<file path="config.mk">
export PLATFORM = sky130hd
export DESIGN_NAME = bitmap_block_allocator_top
export DESIGN_NICKNAME = d
export VERILOG_FILES = /design/src/design/bba_pkg.sv /design/src/design/bitmap_block_allocator_top.sv /design/src/design/bba_datapath.sv /design/src/design/bba_ctrl.sv
export SDC_FILE = /design/constraint.sdc
export NUM_CORES = 2
export LEC_CHECK = 0
export ABC_AREA = 1
export BUFFER_PORTS_ARGS = -buffer_cell sky130_fd_sc_hd__buf_2
export CORE_ASPECT_RATIO = 0.75
export CORE_UTILIZATION = 40
export DETAILED_ROUTE_END_ITERATION = 8
export GPL_TIMING_DRIVEN = 0
export PLACE_DENSITY = 0.57
export SETUP_SLACK_MARGIN = 0.02
export SLEW_MARGIN = 20
export SYNTH_ARGS = -nofsm -noshare
export SYNTH_HDL_FRONTEND = slang
export SYNTH_SLANG_ARGS = --single-unit
</file>
<file path="constraint.sdc">
create_clock -name i_clk -period 15.1 [get_ports i_clk]
set_input_delay 1.51 -clock i_clk [delete_from_list [all_inputs] [get_ports i_clk]]
set_output_delay 1.51 -clock i_clk [all_outputs]
set_load 0.02 [all_outputs]
</file>
<file path="src/design/bba_pkg.sv">
// Shared types, constants and helpers for the bitmap block allocator.
// No dependencies; imported by the controller, the datapath and the top level.
package bba_pkg;

    // Fixed field widths
    localparam int WORD_BITS   = 32;
    localparam int BIT_W       = 5;
    localparam int IDX_W       = 8;
    localparam int CNT_W       = 9;
    localparam int ADDR_W      = 32;
    localparam int SIZE_W      = 16;
    localparam int WSEL_W      = 3;
    localparam int PROD_W      = IDX_W + SIZE_W;
    localparam int CFG_IDX_W   = 2;
    localparam int CFG_DATA_W  = 32;
    localparam int BCNT_W      = 8;

    // Divider: two quotient bits per cycle
    localparam int DIV_CYCLES  = ADDR_W / 2;
    localparam int DIVCNT_W    = 4;

    // Reset values of the configuration registers
    localparam logic [ADDR_W-1:0] RESET_BASE  = '0;
    localparam logic [BCNT_W-1:0] RESET_COUNT = 8'd64;
    localparam logic [SIZE_W-1:0] RESET_SIZE  = 16'd64;

    // Configuration register indexes
    localparam logic [CFG_IDX_W-1:0] CFG_BASE  = 2'd0;
    localparam logic [CFG_IDX_W-1:0] CFG_COUNT = 2'd1;
    localparam logic [CFG_IDX_W-1:0] CFG_SIZE  = 2'd2;

    typedef enum logic [1:0] {
        CMD_ALLOC  = 2'd0,
        CMD_FREE   = 2'd1,
        CMD_REINIT = 2'd2,
        CMD_NONE   = 2'd3
    } t_cmd;

    typedef enum logic [2:0] {
        ST_OK         = 3'd0,
        ST_NO_FREE    = 3'd1,
        ST_NULL       = 3'd2,
        ST_BELOW      = 3'd3,
        ST_MISALIGNED = 3'd4,
        ST_BEYOND     = 3'd5
    } t_status;

    typedef enum logic [2:0] {
        S_IDLE,
        S_DISPATCH,
        S_SCAN,
        S_MUL,
        S_ADDR,
        S_DIV,
        S_FREE
    } t_state;

    // Controller to datapath
    typedef struct packed {
        logic    load;
        logic    scan;
        logic    mul;
        logic    addr_sum;
        logic    div_init;
        logic    div_step;
        logic    free_eval;
        logic    reinit;
        logic    set_err;
        t_status err_code;
    } t_dp_cmd;

    // Datapath to controller
    typedef struct packed {
        t_cmd cmd;
        logic addr_null;
        logic addr_below;
        logic scan_hit;
        logic scan_end;
        logic div_last;
    } t_dp_sts;

    // Free bits of bitmap word w when n blocks are active
    function automatic logic [WORD_BITS-1:0] fill_word(
        input logic [CNT_W-1:0]  n,
        input logic [WSEL_W-1:0] w
    );
        logic [CNT_W:0]          lo;
        logic [CNT_W:0]          hi;
        logic [CNT_W:0]          diff;
        logic [WORD_BITS-1:0]    mask;
        lo   = (CNT_W+1)'({w, {BIT_W{1'b0}}});
        hi   = lo + (CNT_W+1)'(WORD_BITS);
        diff = {1'b0, n} - lo;
        if ({1'b0, n} >= hi) begin
            mask = '1;
        end else if ({1'b0, n} <= lo) begin
            mask = '0;
        end else begin
            mask = (WORD_BITS'(1) << diff[BIT_W-1:0]) - WORD_BITS'(1);
        end
        return mask;
    endfunction

endpackage

</file>
<file path="src/design/bitmap_block_allocator_top.sv">
// Top level of the bitmap block allocator.
// Instantiates bba_ctrl and bba_datapath; depends on bba_pkg.

// A command is taken when start is high and busy is low; its single result
// appears on o_status, o_granted_addr and o_granted_index, marked by o_done
// for exactly one cycle, and cannot be held off. A granted allocate runs the
// one-word-per-cycle scan, then the index multiply, then the base add; an
// allocate that finds no free block answers at the end of the scan; free
// answers from dispatch when the address is null or below base, and otherwise
// after the divider, which retires two quotient bits per cycle, and the free
// evaluation; reinit and the unused command answer from dispatch. busy falls
// in the o_done cycle, so the next command may start there. Configuration
// must be written by the user only while busy is low; the block itself does
// not enforce it.
module bitmap_block_allocator_top
    import bba_pkg::*;
#(
    parameter int MAX_BLOCKS = 256
) (
    input  logic                  i_clk,
    input  logic                  i_rst_n,
    input  logic                  i_cfg_we,
    input  logic [CFG_IDX_W-1:0]  i_cfg_idx,
    input  logic [CFG_DATA_W-1:0] i_cfg_wdata,
    input  logic                  start,
    output logic                  busy,
    input  logic [1:0]            i_command,
    input  logic [ADDR_W-1:0]     i_block_addr,
    output logic                  o_done,
    output logic [2:0]            o_status,
    output logic [ADDR_W-1:0]     o_granted_addr,
    output logic [IDX_W-1:0]      o_granted_index
);

    t_dp_cmd w_ctl;
    t_dp_sts w_sts;

    // Sequence each command
    bba_ctrl u_ctrl (
        .i_clk   (i_clk),
        .i_rst_n (i_rst_n),
        .start   (start),
        .busy    (busy),
        .o_done  (o_done),
        .i_sts   (w_sts),
        .o_ctl   (w_ctl)
    );

    // Hold configuration, bitmap and arithmetic
    bba_datapath #(
        .MAX_BLOCKS (MAX_BLOCKS)
    ) u_datapath (
        .i_clk           (i_clk),
        .i_rst_n         (i_rst_n),
        .i_cfg_we        (i_cfg_we),
        .i_cfg_idx       (i_cfg_idx),
        .i_cfg_wdata     (i_cfg_wdata),
        .i_command       (i_command),
        .i_block_addr    (i_block_addr),
        .i_ctl           (w_ctl),
        .o_sts           (w_sts),
        .o_status        (o_status),
        .o_granted_addr  (o_granted_addr),
        .o_granted_index (o_granted_index)
    );

endmodule

</file>
<file path="src/design/bba_datapath.sv">
// Datapath of the bitmap block allocator: configuration registers, free bitmap,
// word scanner, index multiplier and radix-4 divider. Depends on bba_pkg.
module bba_datapath
    import bba_pkg::*;
#(
    parameter int MAX_BLOCKS = 256
) (
    input  logic                  i_clk,
    input  logic                  i_rst_n,
    input  logic                  i_cfg_we,
    input  logic [CFG_IDX_W-1:0]  i_cfg_idx,
    input  logic [CFG_DATA_W-1:0] i_cfg_wdata,
    input  logic [1:0]            i_command,
    input  logic [ADDR_W-1:0]     i_block_addr,
    input  t_dp_cmd               i_ctl,
    output t_dp_sts               o_sts,
    output logic [2:0]            o_status,
    output logic [ADDR_W-1:0]     o_granted_addr,
    output logic [IDX_W-1:0]      o_granted_index
);

    localparam int MAP_WORDS = MAX_BLOCKS / WORD_BITS;
    localparam int WORD_SEL_W = (MAP_WORDS > 1) ? $clog2(MAP_WORDS) : 1;
    localparam logic [WORD_SEL_W-1:0] LAST_WORD = WORD_SEL_W'(MAP_WORDS - 1);
    localparam logic [CNT_W-1:0] MAX_CNT = CNT_W'(MAX_BLOCKS);
    localparam logic [CNT_W-1:0] RESET_ACTIVE =
        ({1'b0, RESET_COUNT} > MAX_CNT) ? MAX_CNT : {1'b0, RESET_COUNT};

    // Configuration
    logic [ADDR_W-1:0]     r_base;
    logic [BCNT_W-1:0]     r_block_count;
    logic [SIZE_W-1:0]     r_block_size;

    // Free bitmap, a 1 marks a free block
    logic [WORD_BITS-1:0]  r_map [MAP_WORDS];

    // Request and work registers
    t_cmd                  r_cmd;
    logic [ADDR_W-1:0]     r_addr;
    logic [WORD_SEL_W-1:0] r_word;
    logic [PROD_W-1:0]     r_prod;
    logic [ADDR_W-1:0]     r_quo;
    logic [SIZE_W-1:0]     r_rem;
    logic [DIVCNT_W-1:0]   r_div_cnt;

    // Result registers
    t_status               r_status;
    logic [ADDR_W-1:0]     r_gaddr;
    logic [IDX_W-1:0]      r_gidx;

    logic [CNT_W-1:0]      w_active;
    logic [SIZE_W-1:0]     w_eff_size;
    logic [ADDR_W-1:0]     w_off;
    logic [WORD_BITS-1:0]  w_cur;
    logic [BIT_W-1:0]      w_bit;
    logic                  w_hit;
    logic [CNT_W:0]        w_scan_hi;
    logic [SIZE_W:0]       w_t0;
    logic [SIZE_W:0]       w_t1;
    logic [SIZE_W-1:0]     w_rem0;
    logic [SIZE_W-1:0]     n_rem;
    logic                  w_q0;
    logic                  w_q1;
    logic [WORD_SEL_W-1:0] w_free_word;
    logic [BIT_W-1:0]      w_free_bit;
    logic                  w_free_ok;
    t_status               w_free_status;

    // Clamp the count and size as the pool defines them
    assign w_active   = ({1'b0, r_block_count} > MAX_CNT) ? MAX_CNT : {1'b0, r_block_count};
    assign w_eff_size = (r_block_size == '0) ? SIZE_W'(1) : r_block_size;
    assign w_off      = r_addr - r_base;

    // Scan: mask the current word to active blocks, find the lowest free bit
    assign w_cur = r_map[r_word] & fill_word(w_active, WSEL_W'(r_word));
    assign w_hit = |w_cur;
    assign w_scan_hi = (CNT_W+1)'({WSEL_W'(r_word), {BIT_W{1'b0}}}) + (CNT_W+1)'(WORD_BITS);

    always_comb begin
        w_bit = '0;
        for (int b = WORD_BITS - 1; b >= 0; b--) begin
            if (w_cur[b]) begin
                w_bit = BIT_W'(b);
            end
        end
    end

    // Two restoring division steps per cycle
    always_comb begin
        w_t0   = {r_rem, r_quo[ADDR_W-1]};
        w_q0   = (w_t0 >= {1'b0, w_eff_size});
        w_rem0 = w_q0 ? SIZE_W'(w_t0 - {1'b0, w_eff_size}) : w_t0[SIZE_W-1:0];
        w_t1   = {w_rem0, r_quo[ADDR_W-2]};
        w_q1   = (w_t1 >= {1'b0, w_eff_size});
        n_rem  = w_q1 ? SIZE_W'(w_t1 - {1'b0, w_eff_size}) : w_t1[SIZE_W-1:0];
    end

    // Evaluate the divided offset of a free request
    assign w_free_word = r_quo[BIT_W +: WORD_SEL_W];
    assign w_free_bit  = r_quo[BIT_W-1:0];
    always_comb begin
        w_free_ok     = 1'b0;
        w_free_status = ST_OK;
        if (r_rem != '0) begin
            w_free_status = ST_MISALIGNED;
        end else if (r_quo >= ADDR_W'(w_active)) begin
            w_free_status = ST_BEYOND;
        end else begin
            w_free_ok = 1'b1;
        end
    end

    // Configuration writes
    always_ff @(posedge i_clk) begin
        if (!i_rst_n) begin
            r_base        <= RESET_BASE;
            r_block_count <= RESET_COUNT;
            r_block_size  <= RESET_SIZE;
        end else if (i_cfg_we) begin
            if (i_cfg_idx == CFG_BASE) begin
                r_base <= i_cfg_wdata;
            end
            if (i_cfg_idx == CFG_COUNT) begin
                r_block_count <= i_cfg_wdata[BCNT_W-1:0];
            end
            if (i_cfg_idx == CFG_SIZE) begin
                r_block_size <= i_cfg_wdata[SIZE_W-1:0];
            end
        end
    end

    // Bitmap: fill on reset and reinit, clear on grant, set on free
    always_ff @(posedge i_clk) begin
        if (!i_rst_n) begin
            for (int w = 0; w < MAP_WORDS; w++) begin
                r_map[w] <= fill_word(RESET_ACTIVE, WSEL_W'(w));
            end
        end else if (i_ctl.reinit) begin
            for (int w = 0; w < MAP_WORDS; w++) begin
                r_map[w] <= fill_word(w_active, WSEL_W'(w));
            end
        end else if (i_ctl.scan && w_hit) begin
            r_map[r_word][w_bit] <= 1'b0;
        end else if (i_ctl.free_eval && w_free_ok) begin
            r_map[w_free_word][w_free_bit] <= 1'b1;
        end
    end

    // Request, scan pointer, multiplier and divider
    always_ff @(posedge i_clk) begin
        if (i_ctl.load) begin
            r_cmd  <= t_cmd'(i_command);
            r_addr <= i_block_addr;
            r_word <= '0;
        end
        if (i_ctl.scan && !w_hit) begin
            r_word <= r_word + WORD_SEL_W'(1);
        end
        if (i_ctl.mul) begin
            r_prod <= PROD_W'(r_gidx) * PROD_W'(w_eff_size);
        end
        if (i_ctl.div_init) begin
            r_quo     <= w_off;
            r_rem     <= '0;
            r_div_cnt <= '0;
        end else if (i_ctl.div_step) begin
            r_quo     <= {r_quo[ADDR_W-3:0], w_q0, w_q1};
            r_rem     <= n_rem;
            r_div_cnt <= r_div_cnt + DIVCNT_W'(1);
        end
    end

    // Result registers
    always_ff @(posedge i_clk) begin
        if (i_ctl.load) begin
            r_status <= ST_OK;
            r_gaddr  <= '0;
            r_gidx   <= '0;
        end
        if (i_ctl.set_err) begin
            r_status <= i_ctl.err_code;
        end
        if (i_ctl.scan && w_hit) begin
            r_gidx <= IDX_W'({WSEL_W'(r_word), w_bit});
        end
        if (i_ctl.addr_sum) begin
            r_gaddr <= r_base + ADDR_W'(r_prod);
        end
        if (i_ctl.free_eval) begin
            r_status <= w_free_status;
            if (w_free_ok) begin
                r_gidx <= r_quo[IDX_W-1:0];
            end
        end
    end

    // Status to the controller
    assign o_sts.cmd        = r_cmd;
    assign o_sts.addr_null  = (r_addr == '0);
    assign o_sts.addr_below = (r_addr < r_base);
    assign o_sts.scan_hit   = w_hit;
    assign o_sts.scan_end   = (r_word == LAST_WORD) || (w_scan_hi >= {1'b0, w_active});
    assign o_sts.div_last   = (r_div_cnt == DIVCNT_W'(DIV_CYCLES - 1));

    assign o_status        = r_status;
    assign o_granted_addr  = r_gaddr;
    assign o_granted_index = r_gidx;

endmodule

</file>
<file path="src/design/bba_ctrl.sv">
// Controller of the bitmap block allocator: sequences allocate, free and
// reinit commands over the datapath. Depends on bba_pkg.
module bba_ctrl
    import bba_pkg::*;
(
    input  logic    i_clk,
    input  logic    i_rst_n,
    input  logic    start,
    output logic    busy,
    output logic    o_done,
    input  t_dp_sts i_sts,
    output t_dp_cmd o_ctl
);

    t_state r_state;
    t_state n_state;
    logic   r_done;
    logic   n_done;

    // State and strobe registers
    always_ff @(posedge i_clk) begin
        if (!i_rst_n) begin
            r_state <= S_IDLE;
            r_done  <= 1'b0;
        end else begin
            r_state <= n_state;
            r_done  <= n_done;
        end
    end

    // Next state and datapath commands
    always_comb begin
        n_state = r_state;
        n_done  = 1'b0;
        o_ctl   = '0;
        unique case (r_state)
            S_IDLE: begin
                if (start) begin
                    o_ctl.load = 1'b1;
                    n_state    = S_DISPATCH;
                end
            end
            S_DISPATCH: begin
                unique case (i_sts.cmd)
                    CMD_ALLOC: begin
                        n_state = S_SCAN;
                    end
                    CMD_FREE: begin
                        priority if (i_sts.addr_null) begin
                            o_ctl.set_err  = 1'b1;
                            o_ctl.err_code = ST_NULL;
                            n_done         = 1'b1;
                            n_state        = S_IDLE;
                        end else if (i_sts.addr_below) begin
                            o_ctl.set_err  = 1'b1;
                            o_ctl.err_code = ST_BELOW;
                            n_done         = 1'b1;
                            n_state        = S_IDLE;
                        end else begin
                            o_ctl.div_init = 1'b1;
                            n_state        = S_DIV;
                        end
                    end
                    CMD_REINIT: begin
                        o_ctl.reinit = 1'b1;
                        n_done       = 1'b1;
                        n_state      = S_IDLE;
                    end
                    CMD_NONE: begin
                        n_done  = 1'b1;
                        n_state = S_IDLE;
                    end
                endcase
            end
            // Walk the bitmap one word per cycle
            S_SCAN: begin
                o_ctl.scan = 1'b1;
                if (i_sts.scan_hit) begin
                    n_state = S_MUL;
                end else if (i_sts.scan_end) begin
                    o_ctl.set_err  = 1'b1;
                    o_ctl.err_code = ST_NO_FREE;
                    n_done         = 1'b1;
                    n_state        = S_IDLE;
                end
            end
            S_MUL: begin
                o_ctl.mul = 1'b1;
                n_state   = S_ADDR;
            end
            S_ADDR: begin
                o_ctl.addr_sum = 1'b1;
                n_done         = 1'b1;
                n_state        = S_IDLE;
            end
            // Divide the offset by the block size
            S_DIV: begin
                o_ctl.div_step = 1'b1;
                if (i_sts.div_last) begin
                    n_state = S_FREE;
                end
            end
            S_FREE: begin
                o_ctl.free_eval = 1'b1;
                n_done          = 1'b1;
                n_state         = S_IDLE;
            end
            default: begin
                n_state = S_IDLE;
            end
        endcase
    end

    assign busy   = (r_state != S_IDLE);
    assign o_done = r_done;

endmodule

</file>
## After elaboration in Yosys (flattened, before gate mapping)

Memories as Yosys holds them, arrays and structs flattened. A register that Yosys moved wholly into a read port is not among the register bits.
Cells that the tools add are included.

- Memories: 1
- Input bits: 72
- Bits in writable memories: 256
- Flip-flop bits (word level): 216

Memories:

| name | depth | bits a word | read ports | clocked after Yosys merged registers in | wr ports | line | text |
|---|---|---|---|---|---|---|---|
| u_datapath.r_map | 8 | 32 | 1 | 1 | 8 | bba_datapath.sv:35 | `logic [WORD_BITS-1:0] r_map [MAP_WORDS];` |

- $mul: 1
- Reduce and logical (&&, ||, !) cells: 27
- Shift operators: 9
- Order comparisons: 28
- Add/sub/neg operators: 24
- Eq/ne operators: 16
- Bitwise gates (word level): 9
- Multiplexer cells: 153

Operators by type and width:

| kind | count |
|---|---|
| 2-to-1 mux 32 bit | 54 |
| << shifter 1 x 5 -> 32 bit, first input constant | 9 |
| subtractor 32 x 2 -> 32 bit, second input constant | 9 |
| 2-to-1 mux 5 bit | 32 |
| OR reduction 32 bit | 3 |
| 2-to-1 mux 16 bit | 3 |
| 2-to-1 mux 3 bit | 15 |
| subtractor 5 x 1 -> 5 bit, second input constant | 8 |
| >= comparator 9 x 8 -> 1 bit, second input constant | 4 |
| <= comparator 9 x 8 -> 1 bit, second input constant | 4 |
| >= comparator 17 x 16 -> 1 bit | 2 |
| adder 32 x 24 -> 32 bit | 1 |
| AND 32 bit | 1 |
| >= comparator 32 x 9 -> 1 bit | 1 |
| zero test 32 bit | 1 |
| < comparator 32 bit | 1 |
| 2-to-1 mux 1 bit | 32 |
| 2-to-1 mux 8 bit | 4 |
| subtractor 16 bit | 2 |
| subtractor 32 bit | 1 |
| multiplier 8 x 16 -> 24 bit | 1 |
| 2-to-1 mux 4 bit | 5 |
| >= comparator 9 x 7 -> 1 bit, second input constant | 2 |
| >= comparator 9 bit | 2 |
| 41 further kinds | 70 |

## Logic depth before layout (Yosys ltp)

- Depth in word-level cells: 48
- Depth in mapped cells: 54

## Modules after synthesis

Synthesis repeated with hierarchy kept, for this count alone.

- Cells, all modules: 4597
- Area total of the unflattened synthesis: 34810.9 um^2

Modules (own cells, without submodules):

| module | area each (um^2) | instances | cells an instance |
|---|---|---|---|
| bba_datapath | 34441.8 | 1 | 4534 |
| bba_ctrl | 369.1 | 1 | 63 |

## Least setup slack after synthesis

No wires, ideal clock.

- Path kind: register -> register
- Start point: register u_datapath.r_block_size[2]
- End point: register u_datapath.r_rem[12]
- Cell stages (with the launch flop): 42
- Required time: 14.911 ns
- Slack: 8.914 ns
- Data arrival time: 5.997 ns
- Clock period less this slack: 6.186 ns
- Library setup time: 0.189 ns
- Path through: dfxtp_1 clkbuf_1 inv_1 ha_1 inv_1 nor3_1 a21oi_1 o31ai_1 a21oi_1 o21bai_1 a21oi_1 o21bai_1 nand3_1 nand2_1 a21oi_1 nor2_1 nor2_1 o21ai_0 (+6 left out) o21ai_0 nand3_1 nand2_1 nand3_1 nand2_1 nand3_1 nand2_1 a21oi_1 o21bai_1 a21oi_1 nor2_1 nor2_1 inv_1 a221oi_1 o21ai_1 clkbuf_1 o21ai_0 o22ai_1

- Word-level cells in the longest chain between the ends: 6
- Elaborated cells on any way between the ends: 8
- Those cells by class: 2 x add/sub; 2 x order compare; 3 x mux; 1 x reduce/logical

Ends and longest elaborated chain:

| what | line | text |
|---|---|---|
| start: declaration | bba_datapath.sv:32 | `logic [SIZE_W-1:0] r_block_size;` |
| start signal: assignment | bba_datapath.sv:127 | `r_block_size <= i_cfg_wdata[SIZE_W-1:0];` |
| zero test 16 bit | bba_datapath.sv:71 | `assign w_eff_size = (r_block_size == '0) ? SIZE_W'(1) : r_block_size;` |
| 2-to-1 mux 16 bit * | bba_datapath.sv:71 |  |
| subtractor 16 bit / >= comparator 17 x 16 -> 1 bit (equally long branches) | bba_datapath.sv:92, bba_datapath.sv:91 |  |
| 2-to-1 mux 16 bit | bba_datapath.sv:92 | `w_rem0 = w_q0 ? SIZE_W'(w_t0 - {1'b0, w_eff_size}) : w_t0[SIZE_W-1:0];` |
| subtractor 16 bit / >= comparator 17 x 16 -> 1 bit (equally long branches) | bba_datapath.sv:95, bba_datapath.sv:94 |  |
| 2-to-1 mux 16 bit * | bba_datapath.sv:95 | `n_rem = w_q1 ? SIZE_W'(w_t1 - {1'b0, w_eff_size}) : w_t1[SIZE_W-1:0];` |
| end signal: assignment | bba_datapath.sv:168 | `r_rem <= n_rem;` |
| end: declaration | bba_datapath.sv:43 | `logic [SIZE_W-1:0] r_rem;` |

Every way passes the cells marked *; elsewhere a longest branch is shown, timed or not.
A chain may end at the register's enable or synchronous reset.

==> results.md <==
- Fillers: 8715
- Worst r2r src: u_datapath.r_block_count[7]
- First-pass GRT wire length: 238000 µm
- Hold Buf Count CTS: 0
- Initial antenna violation count: 16
- Final Skew: around 0.07 ns
- Cell mode on critical path: nor2_1
- Crit path kind: flop to flop
- Internal: 2870 µW
- Initial Util: 40.4%
- Clk_lat worst skew: 0.70 ns
- Clk sinks: 475
- Largest net degree at the start of global routing: 42
- Sequential area share after synthesis: between 30% and 40%
- Slowest CP cell: clkbuf_1
- Seq pwr share: 31.9%
- Hpwl dp: 126000 µm
- Logic pwr share: 39.3%
- Crit start category: flop
- Post-CTS Setup Bufs: 0
- Setup TNS Final: 0 ns
- Io pins: between 100 and 150
- Flop-to-flop setup slack: 6.09 ns
- Row cnt: 93
- # setup viols final: 0
- Vias: 36200
- Post-Syn Area: 34600 µm²
- Worst Path Arrival: 9.37 ns
- Worst path required time: ~15 ns
- Clock Tree Root: clkbuf_16
- H-tree levels: 2
- Post-synth EDFFs: around 380
- DR iter-0 viols: 6143
- RSZ-0062 raised after global routing: false
- DR WL/cell: 29.0 µm
- Fin crit share: 59.6%
- Slew headroom: 6.10%
- Max-Cap Viols: 0
- CTS tree: yes
- Core Util, Final: 45.0%
- Final max-slew violation count: 0
- Full die area: 87800 µm²
- GRT Overall Usage: 38.4%
- Via density: 6.07
- Netlist cell types: 57
- Pleak: 0.0167 µW
- Max frequency: between 100 and 150 MHz
- Clk pin slew, worst setup/hold paths: 0.06 ns
- Layout cells sized above 1: 7.59%
- Die height: 257 µm
- Hold Slack: 0.489 ns
- DRC: 0
- Longest Clk Path Bufs: 3
- Sw Ratio: 41.2%
- CP endpoint kind: flop
- Final GP Congestion: 1.06
- Clock power share: between 20% and 30%
- Critical Path Max Stage Delay: 0.85 ns
- Drt total wl: 173000 µm
- PortBufs: 116
- Placed Cells: 5850
- Worst slew pin tran: 1.41 ns
- Global route overflow: 0
- VDD IR max: 276 µV
- Vias in the first global route: 32300
- Main synth FF type: edfxtp_1
- Finished Layout Cells: around 6000
- Final #Nets: 5076
- Final Hold Fails: 0
- Hold Crit Class: flop to flop
- #FFs+latches synth: 475
- Num CTS Buffers: 54
- Ys async rst share: 0%
- CP max FO: 11
- Power per cell area: 126 nW/µm²
- Die width: 342 µm
- Area occupied by multi-input gates: around 18000 µm²
- Tmin final: ~9 ns
- Syn Area/Cell: between 7 and 8 µm²
- Area growth syn-to-layout: 11.4%
- Detailed-router iteration count before antenna repair: 9
- Reg2reg end: u_datapath.r_map[7][27]
- Post-cts sizing count: 0
- Switching power: 2010 µW
- Crit. Startpoint: u_datapath.r_block_count[7]
- Sequential cell area: 13400 µm²
- Total core area: 85800 µm²
- Yosys warning total: 0
- Post-DRT Antenna Nets: 0
- Post-Syn Instances: between 4000 and 5000
- Status: complete, no violations
- Hold depth: 2
- Worst Reg-to-Reg Cells: 28
- Syn_nets: 4899
- Critical Path Sink: u_datapath.r_map[7][27]
- HP Start: u_datapath.r_block_size[0]
layout make-up:
cell class	count	area share (%)
inverter	437	4.25
antenna	8	0.0519
buffer	286	3.34
clock inverter	30	0.830
multi-input combinational	3391	47.8
sequential	475	34.6
tap	1140	3.70
timing repair buffer	121	1.65
clock buffer	69	3.78
placed cells by master, fill, tap and decap left out, types with 16 or more instances in the layout:
| cell type | synthesis | final |
|---|---|---|
| nand4_1 | 39 | 39 |
| a21oi_1 | 314 | 314 |
| xor2_1 | 39 | 38 |
| a221oi_1 | 23 | 23 |
| o211ai_1 | 28 | 28 |
| edfxtp_1 | 384 | 384 |
| nand2_1 | 1399 | 1399 |
| nand3_1 | 279 | 279 |
| nor3_1 | 28 | 27 |
| clkbuf_1 | 219 | 207 |
| clkbuf_2 | 0 | 26 |
| xnor2_1 | 45 | 45 |
| o22ai_1 | 39 | 39 |
| nand2_2 | 18 | 18 |
| nor2_1 | 279 | 277 |
| nor4_1 | 21 | 20 |
| clkbuf_16 | 0 | 56 |
| o21ai_0 | 422 | 421 |
| inv_1 | 419 | 418 |
| ha_1 | 150 | 150 |
| buf_6 | 17 | 17 |
| buf_2 | 31 | 149 |
| o21ai_1 | 37 | 38 |
| o21bai_1 | 16 | 16 |
| fa_1 | 88 | 88 |
| dfxtp_1 | 91 | 91 |
cells in the mapped netlist, types with 17 or more instances:
| master | number | area share, % |
|---|---|---|
| nor3_1 | 28 | 0.40 |
| dfxtp_1 | 91 | 5.3 |
| buf_2 | 31 | 0.45 |
| fa_1 | 88 | 5.1 |
| nand2_2 | 18 | 0.33 |
| a21oi_1 | 314 | 4.5 |
| inv_1 | 419 | 4.5 |
| nor2_1 | 279 | 3.0 |
| o211ai_1 | 28 | 0.61 |
| o21ai_1 | 37 | 0.53 |
| clkbuf_1 | 219 | 2.4 |
| xor2_1 | 39 | 0.99 |
| ha_1 | 150 | 5.4 |
| nand3_1 | 279 | 4.0 |
| o21ai_0 | 422 | 6.1 |
| o22ai_1 | 39 | 0.70 |
| xnor2_1 | 45 | 1.1 |
| buf_6 | 17 | 0.55 |
| nand2_1 | 1399 | 15 |
| nor4_1 | 21 | 0.38 |
| a221oi_1 | 23 | 0.58 |
| edfxtp_1 | 384 | 33 |
| nand4_1 | 39 | 0.70 |
routing by layer:
layer / track usage [%] / up-vias / wire, µm / part of all wire [%]
met4: 15.1 / 6 / 7630 / 4.4
met3: 14.4 / 465 / 27700 / 16
met2: 48.7 / 2687 / 63700 / 37
li1: - / 15700 / - / -
met1: 57.1 / 17300 / 73400 / 43
met5: 0 / - / 39 / 0.023
metrics by stage:
step | instance area (µm²) | setup WS (ns) | power, µW
after CTS | 38500 | 6.90 | 4800
after floorplan | 34600 | 8.91 | 2830
final | 38600 | 6.09 | 4870
after global placement | 36700 | 6.45 | 3400
after detailed placement | 36800 | 6.91 | 3420
after global routing | 38600 | 5.95 | 5090
worst min-delay path by stage:
stage	to	slack (ns)
after floorplan	u_datapath.r_block_size[0]	0.44
after global placement	u_datapath.r_block_size[0]	0.46
after detailed placement	u_datapath.r_block_size[0]	0.46
after CTS	u_datapath.r_block_size[0]	0.48
after global routing	u_datapath.r_block_size[0]	0.53
final	u_datapath.r_block_size[0]	0.49
registers in the layout (all words and copies together) (netlist names), 3 cells and up, named ones only:
| register | count |
|---|---|
| u_datapath.r_map | 256 |
| u_datapath.o_granted_addr | 32 |
| u_datapath.r_addr | 32 |
| u_datapath.r_base | 32 |
| u_datapath.r_quo | 32 |
| u_datapath.r_prod | 24 |
| u_datapath.r_block_size | 16 |
| u_datapath.r_rem | 16 |
| u_datapath.o_granted_index | 8 |
| u_datapath.r_block_count | 8 |
| u_datapath.r_div_cnt | 4 |
| u_ctrl.r_state | 3 |
| u_datapath.o_status | 3 |
| u_datapath.r_word | 3 |
power groups by stage:
| stage | clock network, µW | registers (µW) | logic, µW |
|---|---|---|---|
| 6_report | 1400 | 1550 | 1920 |
| 5_1_grt | 1450 | 1560 | 2080 |
| 4_1_cts | 1410 | 1550 | 1850 |
| 3_5_place_dp | 0 | 1580 | 1840 |
| 3_3_place_gp | 0 | 1580 | 1820 |
| 2_1_floorplan | 0 | 1580 | 1250 |
worst max-delay path: cells and delay by family, from the launching register on:
kind,cells,cell delay [ns]
buffers and inverters,8,3.86
and+or+nand+nor,15,3.31
AOI/OAI and AO/OA,4,0.65
adders and majority gates,1,0.49
DFF,1,0.33
logic make-up after synthesis:
kind of cell	after synthesis	share of synthesized area, %
AO/OA/AOI/OAI	963	15.4
multiplexers	1	0.0289
flip-flops	475	38.5
XOR/XNOR	84	2.12
buffers and inverters	723	8.35
AND/OR/NAND/NOR	2105	25.1
adder cells (fa/ha/maj)	238	10.5
(Power assumes the default switching activity.)
